## src/rtl/ttcb_pkg.sv

```systemverilog
// ----------------------------------------------------------------------------
// ttcb_pkg
// Shared constants, types and address helpers for the text terminal buffer.
// ----------------------------------------------------------------------------
package ttcb_pkg;

	// screen geometry
	localparam int ROWS      = 25;
	localparam int COLUMNS   = 80;
	localparam int DEPTH     = ROWS * COLUMNS;
	localparam int AW        = $clog2(DEPTH);
	localparam int RW        = $clog2(ROWS);
	localparam int CW        = $clog2(COLUMNS + 1);
	localparam int TAB_SPACES = 4;
	localparam int TW        = $clog2(TAB_SPACES);

	// field widths on the stream ports
	localparam int KIND_W = 2;
	localparam int CODE_W = 8;
	localparam int RROW_W = 5;
	localparam int RCOL_W = 7;

	// character codes
	localparam logic [CODE_W-1:0] CODE_NULL      = 8'd0;
	localparam logic [CODE_W-1:0] CODE_BACKSPACE = 8'd8;
	localparam logic [CODE_W-1:0] CODE_TAB       = 8'd9;
	localparam logic [CODE_W-1:0] CODE_NEWLINE   = 8'd10;
	localparam logic [CODE_W-1:0] CODE_SPACE     = 8'd32;
	localparam logic [CODE_W-1:0] GLYPH_CURSOR   = 8'd62;

	// command kinds
	typedef enum logic [KIND_W-1:0] {
		KIND_WRITE  = 2'd0,
		KIND_READ   = 2'd1,
		KIND_CLEAR  = 2'd2,
		KIND_TOGGLE = 2'd3
	} kind_t;

	// character classes of a write
	typedef enum logic [2:0] {
		CC_NULL,
		CC_NEWLINE,
		CC_TAB,
		CC_BACKSPACE,
		CC_PRINT
	} char_class_t;

	// cursor update operations
	typedef enum logic [2:0] {
		CUR_HOLD,
		CUR_HOME,
		CUR_WRAP,
		CUR_INC_COL,
		CUR_BACK
	} cur_op_t;

	// memory write data select
	typedef enum logic [1:0] {
		WD_ZERO,
		WD_SPACE,
		WD_CODE,
		WD_GLYPH
	} wdata_sel_t;

	// address source for the cell address register
	typedef enum logic {
		ADDR_CURSOR,
		ADDR_READ
	} addr_src_t;

	// controller states
	typedef enum logic [4:0] {
		ST_INIT,
		ST_IDLE,
		ST_DISPATCH,
		ST_PUT_CHECK,
		ST_PUT_ADDR,
		ST_PUT_WRITE,
		ST_SCROLL,
		ST_CLEAR,
		ST_BS_ADDR1,
		ST_BS_WRITE1,
		ST_BS_STEP,
		ST_BS_ADDR2,
		ST_BS_WRITE2,
		ST_TOG_ADDR,
		ST_TOG_WRITE,
		ST_RD_ADDR,
		ST_RD_MEM,
		ST_RD_DATA,
		ST_FINISH
	} state_t;

	// controller to datapath
	typedef struct packed {
		logic       item_load;
		cur_op_t    cur_op;
		logic       scroll_start;
		logic       clear_start;
		logic       sweep_step;
		logic       addr_load;
		addr_src_t  addr_src;
		logic       mem_wr;
		wdata_sel_t wdata_sel;
		logic       mem_rd;
		logic       cell_load;
		logic       tab_step;
		logic       blink_flip;
	} ttcb_cmd_t;

	// datapath to controller
	typedef struct packed {
		kind_t       kind;
		char_class_t char_class;
		logic        col_full;
		logic        col_zero;
		logic        row_zero;
		logic        last_row;
		logic        tab_last;
		logic        sweep_last;
		logic        rd_in_range;
	} ttcb_status_t;

	// physical row of a screen row under the current scroll base
	function automatic logic [RW-1:0] phys_row(input logic [RW-1:0] base,
			input logic [RW-1:0] row);
		logic [RW:0] sum;
		sum = {1'b0, base} + {1'b0, row};
		if (sum >= (RW+1)'(ROWS))
			sum = sum - (RW+1)'(ROWS);
		return sum[RW-1:0];
	endfunction

	// linear cell address of a physical row and column
	function automatic logic [AW-1:0] row_addr(input logic [RW-1:0] prow,
			input logic [CW-1:0] col);
		return AW'(prow) * AW'(COLUMNS) + AW'(col);
	endfunction

endpackage

```

## src/rtl/ttcb_ctrl.sv

```systemverilog
// ----------------------------------------------------------------------------
// ttcb_ctrl
// Sequencer that steps each command through the datapath one action a cycle,
// holding in its finish state until the output register is free.
module ttcb_ctrl (
	input  logic                   clk,
	input  logic                   arst_n,
	input  logic                   in_valid,
	input  logic                   out_free,
	input  ttcb_pkg::ttcb_status_t status,
	output ttcb_pkg::ttcb_cmd_t    cmd,
	output logic                   ready,
	output logic                   done
);
	import ttcb_pkg::*;

	state_t state_q;
	state_t state_d;
	logic   scroll_put_q;
	logic   scroll_put_d;

	// state register
	always_ff @(posedge clk or negedge arst_n) begin
		if (!arst_n) begin
			state_q      <= ST_INIT;
			scroll_put_q <= 1'b0;
		end else begin
			state_q      <= state_d;
			scroll_put_q <= scroll_put_d;
		end
	end

	// next state and commands
	always_comb begin
		state_d      = state_q;
		scroll_put_d = scroll_put_q;
		cmd          = '0;
		cmd.cur_op   = CUR_HOLD;
		cmd.addr_src = ADDR_CURSOR;
		cmd.wdata_sel = WD_ZERO;
		ready        = 1'b0;
		done         = 1'b0;
		case (state_q)
			ST_INIT: begin
				cmd.sweep_step = 1'b1;
				if (status.sweep_last)
					state_d = ST_IDLE;
			end
			ST_IDLE: begin
				ready = 1'b1;
				if (in_valid) begin
					cmd.item_load = 1'b1;
					state_d       = ST_DISPATCH;
				end
			end
			ST_DISPATCH: begin
				case (status.kind)
					KIND_WRITE: begin
						case (status.char_class)
							CC_NULL: state_d = ST_FINISH;
							CC_NEWLINE: begin
								cmd.cur_op = CUR_WRAP;
								if (status.last_row) begin
									cmd.scroll_start = 1'b1;
									scroll_put_d     = 1'b0;
									state_d          = ST_SCROLL;
								end else begin
									state_d = ST_FINISH;
								end
							end
							CC_BACKSPACE: begin
								state_d = status.col_full ? ST_BS_STEP : ST_BS_ADDR1;
							end
							default: state_d = ST_PUT_CHECK;
						endcase
					end
					KIND_READ: begin
						state_d = status.rd_in_range ? ST_RD_ADDR : ST_FINISH;
					end
					KIND_CLEAR: begin
						cmd.clear_start = 1'b1;
						cmd.cur_op      = CUR_HOME;
						state_d         = ST_CLEAR;
					end
					default: begin
						cmd.blink_flip = 1'b1;
						state_d = status.col_full ? ST_FINISH : ST_TOG_ADDR;
					end
				endcase
			end
			// wrap a full line before storing
			ST_PUT_CHECK: begin
				if (status.col_full) begin
					cmd.cur_op = CUR_WRAP;
					if (status.last_row) begin
						cmd.scroll_start = 1'b1;
						scroll_put_d     = 1'b1;
						state_d          = ST_SCROLL;
					end else begin
						state_d = ST_PUT_ADDR;
					end
				end else begin
					state_d = ST_PUT_ADDR;
				end
			end
			ST_PUT_ADDR: begin
				cmd.addr_load = 1'b1;
				state_d       = ST_PUT_WRITE;
			end
			ST_PUT_WRITE: begin
				cmd.mem_wr    = 1'b1;
				cmd.wdata_sel = (status.char_class == CC_TAB) ? WD_SPACE : WD_CODE;
				cmd.cur_op    = CUR_INC_COL;
				cmd.tab_step  = 1'b1;
				if (status.char_class == CC_TAB && !status.tab_last)
					state_d = ST_PUT_CHECK;
				else
					state_d = ST_FINISH;
			end
			// blank the new bottom row
			ST_SCROLL: begin
				cmd.sweep_step = 1'b1;
				if (status.sweep_last)
					state_d = scroll_put_q ? ST_PUT_ADDR : ST_FINISH;
			end
			ST_CLEAR: begin
				cmd.sweep_step = 1'b1;
				if (status.sweep_last)
					state_d = ST_FINISH;
			end
			// backspace: blank under cursor unless the column is full, step back, blank again (no step at home)
			ST_BS_ADDR1: begin
				cmd.addr_load = 1'b1;
				state_d       = ST_BS_WRITE1;
			end
			ST_BS_WRITE1: begin
				cmd.mem_wr = 1'b1;
				state_d    = ST_BS_STEP;
			end
			ST_BS_STEP: begin
				if (!status.col_zero || !status.row_zero) begin
					cmd.cur_op = CUR_BACK;
					state_d    = ST_BS_ADDR2;
				end else begin
					state_d = ST_FINISH;
				end
			end
			ST_BS_ADDR2: begin
				cmd.addr_load = 1'b1;
				state_d       = ST_BS_WRITE2;
			end
			ST_BS_WRITE2: begin
				cmd.mem_wr = 1'b1;
				state_d    = ST_FINISH;
			end
			// cursor glyph
			ST_TOG_ADDR: begin
				cmd.addr_load = 1'b1;
				state_d       = ST_TOG_WRITE;
			end
			ST_TOG_WRITE: begin
				cmd.mem_wr    = 1'b1;
				cmd.wdata_sel = WD_GLYPH;
				state_d       = ST_FINISH;
			end
			// cell read
			ST_RD_ADDR: begin
				cmd.addr_load = 1'b1;
				cmd.addr_src  = ADDR_READ;
				state_d       = ST_RD_MEM;
			end
			ST_RD_MEM: begin
				cmd.mem_rd = 1'b1;
				state_d    = ST_RD_DATA;
			end
			ST_RD_DATA: begin
				cmd.cell_load = 1'b1;
				state_d       = ST_FINISH;
			end
			// hand the result to the output register
			ST_FINISH: begin
				if (out_free) begin
					done    = 1'b1;
					state_d = ST_IDLE;
				end
			end
			default: state_d = ST_IDLE;
		endcase
	end

endmodule

```

## config.mk

```make
export PLATFORM = sky130hd
export DESIGN_NAME = ttcb_ctrl
export DESIGN_NICKNAME = d
export VERILOG_FILES = /design/src/rtl/ttcb_pkg.sv /design/src/rtl/ttcb_ctrl.sv
export SDC_FILE = /design/constraint.sdc
export NUM_CORES = 1
export LEC_CHECK = 0
export ABC_AREA = 1
export ABC_CLOCK_PERIOD_IN_PS = 2900
export BUFFER_PORTS_ARGS = -buffer_cell sky130_fd_sc_hd__buf_2
export CORE_ASPECT_RATIO = 1.4
export CORE_MARGIN = 2
export CORE_UTILIZATION = 54
export CTS_BUF_LIST = sky130_fd_sc_hd__clkbuf_16
export DETAILED_ROUTE_END_ITERATION = 7
export GPL_TIMING_DRIVEN = 0
export PLACE_DENSITY = 0.85
export SETUP_SLACK_MARGIN = 0.2
export SYNTH_ARGS = -nofsm -noshare
export SYNTH_HDL_FRONTEND = slang
export SYNTH_SLANG_ARGS = --single-unit
```

## constraint.sdc

```tcl
create_clock -name clk -period 2.9 [get_ports clk]
set_input_delay 0.725 -clock clk [delete_from_list [all_inputs] [get_ports clk]]
set_output_delay 0.725 -clock clk [all_outputs]
set_load 0.02 [all_outputs]
```

==> impl_metrics.ini <==
[floorplanning]
die_y_microns = 55.5
die-area_sq_um = 2260
die_x_microns = 40.8
start_util = 0.575
ios = 34
rows = 18
core_sq_um = 1780

[status]
outcome = finished, final reports clean

[detailed_routing]
wl_met3_microns = 155
wl_met1_microns = 1150
met2_length_microns = 1610
wl_per_cell_microns = 11.9
antenna_left = 0
drt-pass1-iter-count = 4
num_vias = 1291
drtIter0Drc = 31
routed_wl_microns = 2980
routed.top_layer = met4
vias_per_cell = 5.14
drc = 0

[cts]
cts.sink_count = 6
cts_made_buffers = 3
clock-root-buffer = clkbuf_16
hold_buffers = 0
h-tree-depth = 1
cts_post_setup_buffers_inserted = 0
cts_tree = built
clkSlewWorstSetupHoldPaths_ns = 0.04
clk_latency_ns = 0.23
cts_resized = 0
clk_path_buf_depth = 2

[finish]
area_growth_pct = 25.9
multi_input_area_sq_um = 722
fin_util = 0.724
seq_area_sq_um = 150
layout-drive-gt1-share = 0.255
antenna_cells = 0
final_nets = 255
finalNonFillerCells = 251
fillerInstances = 167

[pwr]
leakage_nw = 0.843
p_seq_frac = 0.151
report.power.total_mw = 1.22
power.clock.fraction = 0.188
comb_power_share = 0.661
powerDensity_nw_per_um2 = 946
p_switching_mw = 0.662
p_sw_frac = 0.543
p_int_mw = 0.557
ir_drop_mv = 0.677

[yosys]
avgSynthCellArea_sq_um = 5.25
synth_area_sq_um = 1020
yosys_warnings = 0
synth_cells = 195
ys_types = 22
yosysSeqAreaShare = 0.147
syn_nets = 217
synth-seq-cells = 6

[global_routing]
gr-total-overflow = 0
grt.total_usage = 0.284
grt_pass1_vias = 1154
grt_start_max_net_pins = 11
grt_pass1_wl_microns = 4650
antenna_found_initial = 0

[worst_setup_path]
crit_path_end_kind = output port
required_ns = 2.17
crit_slowest_cell = dfrtp_1
start_kind = flop
slowest_delay_ns = 0.36
critPathMaxFanout = 8
path_common_cell = buf_2
worstPathCellList = buf_2 > nor2_4 > nand3_2 > inv_2 > nand3_1 > o21ai_2 > inv_1 > nor2_1 > buf_2
crit_arrival_ns = 1.79
critPathKind = flop to output port

[timing]
min_period_over_period = 0.868
setup_ws_ns = 0.382
finalSetupTns_ns = 0
final.setup_skew_ns = 0.00376
slew_violations = 0
fin_crit_ns = 2.52
setup_viol = 0
relSlewSlack = 0.785
finalHoldViolations = 0
fmax_mhz = 397
rsz0062_at_grt = false
worstMarginPinSlew_ns = 0.323

[worst_hold_path]
hold_path_class = input port to async pin

[placed_design]
hpwl_microns = 2400
dp_cells = 248
post-place-ws_ns = 0.407
place_congestion = 0.858
port_buffers = 33

[flow_run]
cap_violations = 0
-- cells in the mapped netlist (all sizes together) --
master   number  area share
a21oi         5       0.024
a31oi         1      0.0061
buf           3       0.023
dfrtp         6        0.15
ha            6       0.073
inv          34        0.12
nand2        71        0.26
nand3        17       0.093
nand4         4       0.024
nor2         36        0.16
nor3          2      0.0098
nor4          1      0.0061
o2111ai       1      0.0086
o21ai         8       0.043
-- power groups by stage --
stage                     Combinational [mW]  Sequential, mW  Clock, mW
after floorplan                        0.603           0.166          0
after global placement                 0.778           0.181          0
after detailed placement               0.791           0.182          0
after CTS                              0.801           0.182      0.224
after global routing                   0.902           0.187      0.232
final                                  0.806           0.185      0.229
-- cells by family after synthesis --
| kind of cell | count (synthesis) | share of synthesized area |
|---|---|---|
| AND/OR/NAND/NOR | 131 | 0.550 |
| AO/OA/AOI/OAI | 15 | 0.0819 |
| flip-flops | 6 | 0.147 |
| adder cells (fa/ha/maj) | 6 | 0.0733 |
| buffers and inverters | 37 | 0.148 |
-- final cells by class --
type / count / area share
sequential: 6 / 0.117
buffer: 3 / 0.0184
inverter: 34 / 0.0990
tap: 20 / 0.0194
clock buffer: 3 / 0.0583
timing repair buffer: 33 / 0.128
multi-input combinational: 152 / 0.560
-- sequential cells by signal (all words and copies together) (netlist names) --
register      count
scroll_put_q      1
state_q           5
-- worst max-delay path, delay by kind of cell, from the launching register on --
| family | cells | cell delay (ns) |
|---|---|---|
| buffers and inverters | 4 | 0.54 |
| and+or+nand+nor | 4 | 0.56 |
| DFF | 1 | 0.36 |
| AOI/OAI and AO/OA | 1 | 0.09 |
-- per-stage QoR --
step	area (sq um)	hold slack, ns
2_1_floorplan	1020	0.429
3_3_place_gp	1210	0.545
3_5_place_dp	1210	0.554
4_1_cts	1290	0.318
5_1_grt	1290	0.326
6_report	1290	0.311
-- metal layers --
metal  vias to the layer above  global-route usage
met3                         8              0.0562
met1                       549               0.298
met4                         0              0.0905
met2                        57               0.509
met5                         -                   0
li1                        677                   -
-- layout by cell type, fill, tap and decap left out --
| cell type | instances |
|---|---|
| a21oi_1 | 5 |
| a31oi_1 | 1 |
| buf_2 | 34 |
| buf_4 | 1 |
| buf_6 | 1 |
| clkbuf_16 | 3 |
| dfrtp_1 | 6 |
| ha_1 | 6 |
| inv_1 | 25 |
| inv_2 | 9 |
| nand2_1 | 71 |
| nand3_1 | 15 |
| nand3_2 | 2 |
| nand4_1 | 4 |
| nor2_1 | 28 |
| nor2_2 | 7 |
| nor2_4 | 1 |
| nor3_1 | 2 |
| nor4_1 | 1 |
| o2111ai_1 | 1 |
| o21ai_0 | 2 |
| o21ai_1 | 5 |
| o21ai_2 | 1 |
-- worst paths after layout --
kind,startpoint,end,slack (ns),cells past startpoint
worst max register to register,state_q[2],scroll_put_q,1.32,9
min in group clk,scroll_put_q,scroll_put_q,0.56,2
max in group asynchronous,arst_n,state_q[1],2.44,1
worst min register to register,scroll_put_q,scroll_put_q,0.56,2
worst min-delay path,arst_n,state_q[4],0.31,1
worst max-delay path,state_q[2],cmd[11],0.38,9
(Power assumes the default switching activity.)
